$ cat src/design/mismatch_path_cost_unit_defines.svh
// Assertion macros used by the RTL datapath
`ifndef MISMATCH_PATH_COST_UNIT_DEFINES_SVH
`define MISMATCH_PATH_COST_UNIT_DEFINES_SVH

// clocked check, masked while reset is high
`define MPC_ASSERT(label, prop, msg) \
   label: assert property (@(posedge clock) disable iff (reset) prop) else $error(msg);

// clocked check that also holds during reset
`define MPC_ASSERT_ALWAYS(label, prop, msg) \
   label: assert property (@(posedge clock) prop) else $error(msg);

`endif

$ cat src/design/mpc_pkg.sv
package mpc_pkg;

   localparam int MAX_LEN     = 256;
   localparam int SYMBOL_BITS = 21;
   localparam int IN_SYM_BITS = 21;
   localparam int SYM_W       = (SYMBOL_BITS < IN_SYM_BITS) ? SYMBOL_BITS : IN_SYM_BITS;
   localparam int IDX_BITS    = (MAX_LEN > 1) ? $clog2(MAX_LEN) : 1;
   localparam int LEN_BITS    = IDX_BITS + 1;
   localparam int COST_BITS   = 9;

   localparam logic [LEN_BITS-1:0]  MAX_LEN_L  = LEN_BITS'(MAX_LEN);
   localparam logic [COST_BITS-1:0] COST_MAX   = '1;

   localparam logic OP_REF    = 1'b0;
   localparam logic OP_STREAM = 1'b1;

   typedef struct packed {
      logic                   opcode;
      logic [IN_SYM_BITS-1:0] symbol;
      logic                   last;
   } req_type;

   typedef struct packed {
      logic [COST_BITS-1:0] score;
      logic                 error;
   } rsp_type;

   typedef enum logic [1:0] {
      ST_IDLE,
      ST_SCAN,
      ST_DRAIN,
      ST_EMIT
   } state_type;

   typedef struct packed {
      logic                accept;
      logic                rd_en;
      logic [IDX_BITS-1:0] rd_idx;
      logic                load_rsp;
      logic                rsp_err;
   } dp_cmd_type;

   typedef struct packed {
      logic                b_ok;
      logic [IDX_BITS-1:0] last_idx;
      logic                rsp_free;
   } dp_status_type;

endpackage

$ cat src/design/mpc_ctrl.sv
module mpc_ctrl
   import mpc_pkg::*;
(
   input  logic          clock,
   input  logic          reset,
   input  logic          req_valid,
   input  req_type       req_data,
   output logic          req_stall,
   input  dp_status_type status,
   output dp_cmd_type    cmd
);

   state_type           state_ff, state_in;
   logic [IDX_BITS-1:0] rd_idx_ff, rd_idx_in;
   logic                err_ff, err_in;
   logic                last_ff, last_in;
   logic                accept;

   assign accept = req_valid && (state_ff == ST_IDLE);

   always_comb begin
      state_in  = state_ff;
      rd_idx_in = rd_idx_ff;
      err_in    = err_ff;
      last_in   = last_ff;
      unique case (state_ff)
         ST_IDLE: begin
            rd_idx_in = '0;
            if (accept && req_data.opcode == OP_STREAM) begin
               err_in  = !status.b_ok;
               last_in = req_data.last;
               if (status.b_ok) begin
                  state_in = ST_SCAN;
               end else if (req_data.last) begin
                  state_in = ST_EMIT;
               end
            end
         end
         ST_SCAN: begin
            rd_idx_in = rd_idx_ff + 1'b1;
            if (rd_idx_ff == status.last_idx) begin
               state_in = ST_DRAIN;
            end
         end
         ST_DRAIN: begin
            state_in = last_ff ? ST_EMIT : ST_IDLE;
         end
         ST_EMIT: begin
            if (status.rsp_free) begin
               state_in = ST_IDLE;
            end
         end
         default: state_in = ST_IDLE;
      endcase
   end

   always_comb begin
      req_stall    = (state_ff != ST_IDLE);
      cmd.accept   = accept;
      cmd.rd_en    = (state_ff == ST_SCAN);
      cmd.rd_idx   = rd_idx_ff;
      cmd.load_rsp = (state_ff == ST_EMIT) && status.rsp_free;
      cmd.rsp_err  = err_ff;
   end

   always_ff @(posedge clock) begin
      if (reset) begin
         state_ff  <= ST_IDLE;
         rd_idx_ff <= '0;
         err_ff    <= 1'b0;
         last_ff   <= 1'b0;
      end else begin
         state_ff  <= state_in;
         rd_idx_ff <= rd_idx_in;
         err_ff    <= err_in;
         last_ff   <= last_in;
      end
   end

endmodule

$ cat config.mk
export PLATFORM = sky130hd
export DESIGN_NAME = mpc_ctrl
export DESIGN_NICKNAME = d
export VERILOG_FILES = /design/src/design/mismatch_path_cost_unit_defines.svh /design/src/design/mpc_pkg.sv /design/src/design/mpc_ctrl.sv
export SDC_FILE = /design/constraint.sdc
export NUM_CORES = 1
export LEC_CHECK = 0
export BUFFER_PORTS_ARGS = -buffer_cell sky130_fd_sc_hd__buf_4
export CORE_ASPECT_RATIO = 1.75
export CORE_MARGIN = 2
export CORE_UTILIZATION = 30
export CTS_BUF_LIST = sky130_fd_sc_hd__clkbuf_8
export DETAILED_ROUTE_END_ITERATION = 16
export MAX_ROUTING_LAYER = met4
export SLEW_MARGIN = 20
export SYNTH_ARGS = -nofsm -noshare
export SYNTH_HDL_FRONTEND = slang
export SYNTH_SLANG_ARGS = --single-unit
export TNS_END_PERCENT = 20
$ cat constraint.sdc
create_clock -name clock -period 2.1 [get_ports clock]
set_input_delay 0.105 -clock clock [delete_from_list [all_inputs] [get_ports clock]]
set_output_delay 0.105 -clock clock [all_outputs]
set_load 0.01 [all_outputs]
==> out/metrics.yaml, run 1 <==
run_status:
  outcome: "completed"
floorplan:
  row_count: 23
  design.core.area_um2: 2270
  start_util: 0.314
  pin_count: 49
  die_height_um: 68.5
  die_w_um: 40.9
  die_area_um2: 2800
cts:
  cts-root-buf: "clkbuf_8"
  cts_setup_buffers: 0
  clock-sinks: 12
  tritoncts: "built"
  clkLatencyLatePin_ps: 230
  ctsHoldBuffers: 0
  clock_path_buffers: 2
  cts_made_buffers: 3
  htreeDepth: 1
  cts_resized: 0
  clk_pin_slew_ps: 50
pwr:
  pwr-share-comb: 0.204
  ir_drop_v: 0.000388
  power_density_nw_per_um2: 607
  p_sw_uw: 149
  p_leak_uw: 0.000446
  power_frac_seq: 0.449
  p_clk_frac: 0.348
  power.switching_fraction: 0.259
  p_int_uw: 427
worst_setup_path:
  start_kind: "flop"
  crit_path_max_fanout: 8
  arrival_ps: 1510
  required_ps: 2230
  crit_path_end_kind: "flop"
  r2r_start: "rd_idx_ff[3]"
  path_class: "reg -> reg"
  startpoint: "rd_idx_ff[3]"
sta:
  clock_skew_ps: 5.69
  period_needed_ps: 1380
  max_freq_mhz: 727
  slew_viol_final: 0
  hold_viol: 0
  worstMarginPinSlew_ps: 392
  fin_setup_tns_ps: 0
  fin_crit_sh: 0.655
  maxSlewHeadroom: 0.739
  rsz0062_at_grt: "false"
  hold_ws_ps: 62.3
  report.final.setup_viol: 0
logic_synthesis:
  synth_top_area_share: 0.337
  avgSynthCellArea_um2: 8.59
  yosysTopAreaCell: "dfxtp_1"
  synth_nets: 120
  synth_edf_count: 0
  synthCells: 83
  synth_cell_types: 36
  syn_area_um2: 713
  synthFlopType: "dfxtp_1"
  synth_xor_xnor_area_share: 0.135
  synth_compound_area_frac: 0.147
  yosys.area_share.simple: 0.277
  synth_commonest_cells: "dfxtp_1, xor2_1, nor2_1"
  synth-seq-area-share: 0.337
  synth_adder_area_share: 0.0175
  ys_ff_latch: 12
  yosysMostFrequentCell: "dfxtp_1"
  synth_top_family_by_area: "simple AND/OR/NAND/NOR gates"
  ys_top_cells_by_area: "dfxtp_1, xor2_1, nor2_1, a21oi_1, nor3_1"
  async_flop_share: 0
  synth_warnings: 0
  synthMuxAreaShare: 0.0140
global_route:
  met2_usage: 0.232
  antenna_found_initial: 0
  grt_use_met1: 0.142
  grt-ovfl-total: 0
  grt_pass1_vias: 643
  grt_use_total: 0.137
  grt_max_degree: 14
  busiest_layer: "met2"
  grtUsageMet3: 0.0192
  grt_pass1_wl_um: 2590
worst_hold_path:
  hold_path.class: "in -> reg"
  hold_start: "status[9]"
job:
  cap_violations: 0
placement:
  io_buffers: 27
  place_area_um2: 907
  hpwl_um: 1300
  routabilityCongestion: 0.653
routing:
  drt.antenna.violating_nets: 0
  route.detailed.drc: 0
  drt_iter0_drc: 8
  drt-total-wl_um: 1640
  drt-wirelength-per-cell_um: 12.4
  dr.pass1.iters: 2
  via_per_inst: 5.05
  vias: 666
cells_and_area:
  antennaDiodeCount: 0
  post-route-util: 0.417
  area_delta_synth_final_pct: 33.0
  final_layout_size_suffix_gt1_frac: 0.327
  final_area_um2: 948
  layout.nets: 146
  num-fill-cells: 234
## state kept, by name (all words and copies together) (netlist names)
register   cells
rd_idx_ff      8
state_ff       2
err_ff         1
last_ff        1
## final timing paths
path                  to  slack, ps  cells after the start
max          state_ff[1]        720                      4
min               err_ff         60                      2
max reg2reg  state_ff[1]        720                      4
min reg2reg       err_ff        500                      2
## metrics by stage
step | total power, µW | worst slack (ps) | std cells
floorplan | 333 | 848 | 83
global placement | 379 | 771 | 129
detailed placement | 382 | 711 | 129
CTS | 587 | 699 | 132
global route | 606 | 638 | 132
finish | 576 | 725 | 132
## power by group through the flow
| stage | logic (µW) | clock network [µW] | registers [µW] |
|---|---|---|---|
| floorplan | 82.5 | 0 | 250 |
| global placement | 117 | 0 | 262 |
| detailed placement | 119 | 0 | 263 |
| CTS | 120 | 209 | 258 |
| global route | 131 | 214 | 261 |
| finish | 117 | 200 | 258 |
## cell families after synthesis
logic type	Yosys count
multiplexers	1
XOR/XNOR	11
AO/OA/AOI/OAI	16
flip-flops	12
buffers and inverters	9
AND/OR/NAND/NOR	33
adder cells (fa/ha/maj)	1
## final cells by class
class	instances	area (µm²)	share of cell area
multi-input cells	62	422	0.445
flip-flops and latches	12	240	0.253
repair buffers	27	203	0.214
clock buffers	3	41.3	0.0435
well taps	25	31.3	0.0330
inverters	3	11.3	0.0119
## per-layer routing
| metal | part of all wire | wire length [µm] |
|---|---|---|
| met5 | 0 | 0 |
| met4 | 0.021 | 34 |
| met3 | 0.069 | 113 |
| met2 | 0.52 | 856 |
| met1 | 0.39 | 634 |
## worst max-delay path, stage by stage, from the launching register on
cell      delay [ps]
dfxtp_1          480
xor2_1           120
nor4_2           300
nand2_1           90
a311oi_1         290
## cell usage in the layout (no fill, tap or decap), types with 3 or more instances in the layout
master and instances:
buf_4 27, dfxtp_1 12, xor2_1 10, nor2_1 7, a21oi_1 5, nor3_1 5, inv_1 3, and3_1 3
nand2_1 3, clkbuf_8 3
Note: power is estimated with default switching activity, not from simulation.
==> run 2, diff against run 1 <==
--- a/config.mk
+++ b/config.mk
@@ -5,6 +5,7 @@
 export SDC_FILE = /design/constraint.sdc
 export NUM_CORES = 1
 export LEC_CHECK = 0
+export ABC_AREA = 1
 export BUFFER_PORTS_ARGS = -buffer_cell sky130_fd_sc_hd__buf_4
 export CORE_ASPECT_RATIO = 1.75
 export CORE_MARGIN = 2
==> constraint.sdc (replaced) <==
create_clock -name clock -period 1.2 [get_ports clock]
set_input_delay 0.06 -clock clock [delete_from_list [all_inputs] [get_ports clock]]
set_output_delay 0.06 -clock clock [all_outputs]
set_load 0.01 [all_outputs]
==> run 2 against run 1 <==
Effect of this change:
- die area up 6.6%
- design area up 17%
- worst setup slack worse by 690 ps
- cell count up 31%
- sequential cell count unchanged
- register-to-register slack worse by 690 ps
- clock skew down 2.8 ps
- highest routed layer unchanged
==> out/metrics.yaml, run 2 <==
run_status:
  outcome: "completed"
global_route:
  grt_pass1_wl_um: 3030
  busiest_layer: "met2"
  grt_use_met1: 0.127
  grt_max_degree: 10
  grtUsageMet3: 0.0255
  antenna_found_initial: 0
  grt-ovfl-total: 0
  grt_use_total: 0.134
  grt_pass1_vias: 812
  met2_usage: 0.239
logic_synthesis:
  synth_edf_count: 0
  synth_xor_xnor_area_share: 0.0573
  yosysTopAreaCell: "dfxtp_1"
  synth_nets: 152
  synth_cell_types: 29
  synthFlopType: "dfxtp_1"
  synth_top_area_share: 0.314
  synth_warnings: 0
  ys_ff_latch: 12
  ys_top_cells_by_area: "dfxtp_1, nand2_1, inv_1, a21oi_1, xnor2_1"
  yosys.area_share.simple: 0.373
  synth_compound_area_frac: 0.105
  synth_top_family_by_area: "simple AND/OR/NAND/NOR gates"
  synthCells: 115
  synth_commonest_cells: "nand2_1, inv_1, dfxtp_1"
  async_flop_share: 0
  synth-seq-area-share: 0.314
  avgSynthCellArea_um2: 6.65
  syn_area_um2: 764
  synthMuxAreaShare: 0
  yosysMostFrequentCell: "nand2_1"
  synth_adder_area_share: 0.0164
sta:
  period_needed_ps: 1170
  fin_crit_sh: 0.975
  clock_skew_ps: 2.88
  maxSlewHeadroom: 0.840
  max_freq_mhz: 855
  slew_viol_final: 0
  hold_viol: 0
  worstMarginPinSlew_ps: 239
  report.final.setup_viol: 0
  rsz0062_at_grt: "true"
  fin_setup_tns_ps: 0
cells_and_area:
  reg_top3: "rd_idx_ff: 8 flops, state_ff: 2 flops"
  seq_area_um2: 254
  mostFrequentLayoutCells: "buf_4, nand2_1, inv_1, a21oi_1"
  final_area_um2: 1110
  area_delta_synth_final_pct: 45.2
  final_common_cell: "buf_4"
  antennaDiodeCount: 0
  final_layout_size_suffix_gt1_frac: 0.429
  multiInputGateArea_um2: 455
  layout.nets: 186
  regMostFlops: "rd_idx_ff"
  num-fill-cells: 262
  largest_reg_flops: 8
  stdcell_count: 173
routing:
  drt.antenna.violating_nets: 0
  drt-total-wl_um: 1840
  route.detailed.drc: 0
  drt_iter0_drc: 17
  dr.pass1.iters: 4
  via_per_inst: 4.73
  drt-wirelength-per-cell_um: 10.7
  vias: 819
cts:
  ctsHoldBuffers: 0
  cts-root-buf: "clkbuf_8"
  tritoncts: "built"
  clock-sinks: 12
  clkLatencyLatePin_ps: 240
  htreeDepth: 1
  clock_path_buffers: 2
  clk_pin_slew_ps: 50
  cts_made_buffers: 3
pwr:
  p_leak_uw: 0.000486
  p_int_uw: 769
  power_uw: 1090
  ir_drop_v: 0.000723
  p_sw_uw: 319
  power_frac_seq: 0.402
  power_density_nw_per_um2: 981
  pwr-share-comb: 0.262
  power.switching_fraction: 0.293
  p_clk_frac: 0.336
worst_setup_path:
  arrival_ps: 1300
  r2r_start: "rd_idx_ff[1]"
  crit_path_max_fanout: 6
  r2r-end: "rd_idx_ff[6]"
  crit_path_end_kind: "flop"
  r2r_cells: 5
  required_ps: 1330
  start_kind: "flop"
  path_class: "reg -> reg"
  ff2ff_setup_slack_ps: 30
floorplan:
  design.core.area_um2: 2460
  die_height_um: 70.8
  die_area_um2: 2980
  start_util: 0.310
  pin_count: 49
  die_w_um: 42.2
  row_count: 24
placement:
  routabilityCongestion: 0.747
  place_area_um2: 1020
  dp_cells: 169
  io_buffers: 27
  hpwl_um: 1450
worst_hold_path:
  hold_start: "reset"
  hold_path.class: "in -> reg"
  min_path_cells: 2
  holdPathEnd: "rd_idx_ff[1]"
job:
  cap_violations: 0
[run 2: cell types whose count changed after synthesis, sizes merged, moves of 3 or more]
cell   previous run  this run
a21oi             5         8
inv               3        21
nand2             3        32
nand3             2         5
xnor2             1         4
xor2             10         1
[run 2: worst max-delay path, cell delays in order (launching register included)]
cell,delay (ps)
dfxtp_4,380
ha_4,140
nand4_1,120
nor3_2,230
xnor2_1,130
nor2_1,50
[run 2: how the worst max path moves through the flow]
stage | slack [ps] | startpoint | depth (start not counted) | to
6_report | 30 | rd_idx_ff[1] | 5 | rd_idx_ff[6]
5_1_grt | -50 | rd_idx_ff[1] | 5 | rd_idx_ff[6]
3_3_place_gp | -10 | rd_idx_ff[1] | 5 | rd_idx_ff[6]
4_1_cts | 10 | rd_idx_ff[0] | 6 | rd_idx_ff[4]
2_1_floorplan | 50 | rd_idx_ff[1] | 5 | rd_idx_ff[6]
3_5_place_dp | -30 | rd_idx_ff[1] | 5 | rd_idx_ff[6]
[run 2: logic make-up after synthesis]
logic type | after synthesis
DFF | 12
adders and majority gates | 1
xor gates and xnor gates | 5
buffers and inverters | 25
and+or+nand+nor | 58
AOI/OAI and AO/OA | 14
[run 2: final cells by class]
| cell class | count | share of cell area |
|---|---|---|
| clock buffer | 3 | 0.0372 |
| inverter | 21 | 0.0710 |
| tap | 26 | 0.0293 |
| sequential | 12 | 0.229 |
| multi-input combinational | 78 | 0.410 |
| timing repair buffer | 33 | 0.223 |
[run 2: metrics by stage]
step	util	hold slack, ps	worst slack, ps
after floorplan	-	224	45.6
after global placement	0.413	292	-14.5
after detailed placement	0.413	296	-28.0
after CTS	0.434	37.4	12.0
after global routing	0.451	58.0	-52.9
final	0.451	43.7	30.6
[run 2: timing repair]
action	4_1_cts	5_1_grt
gates resized for setup	4	13
buffers inserted	0	1
setup endpoints to repair	3	7
pin swaps	0	6
[run 2: per-layer routing]
metal | wire length (µm) | part of all wire | vias up
li1 | - | - | 427
met1 | 703 | 0.38 | 366
met2 | 1010 | 0.55 | 22
met3 | 85 | 0.046 | 4
met4 | 48 | 0.026 | 0
met5 | 0 | 0 | -
[run 2: power by group through the flow]
stage          logic [µW]  registers, µW  clock network, µW
2_1_floorplan         168            443                  0
3_3_place_gp          271            444                  0
3_5_place_dp          277            445                  0
4_1_cts               279            435                377
5_1_grt               322            441                394
6_report              285            438                365
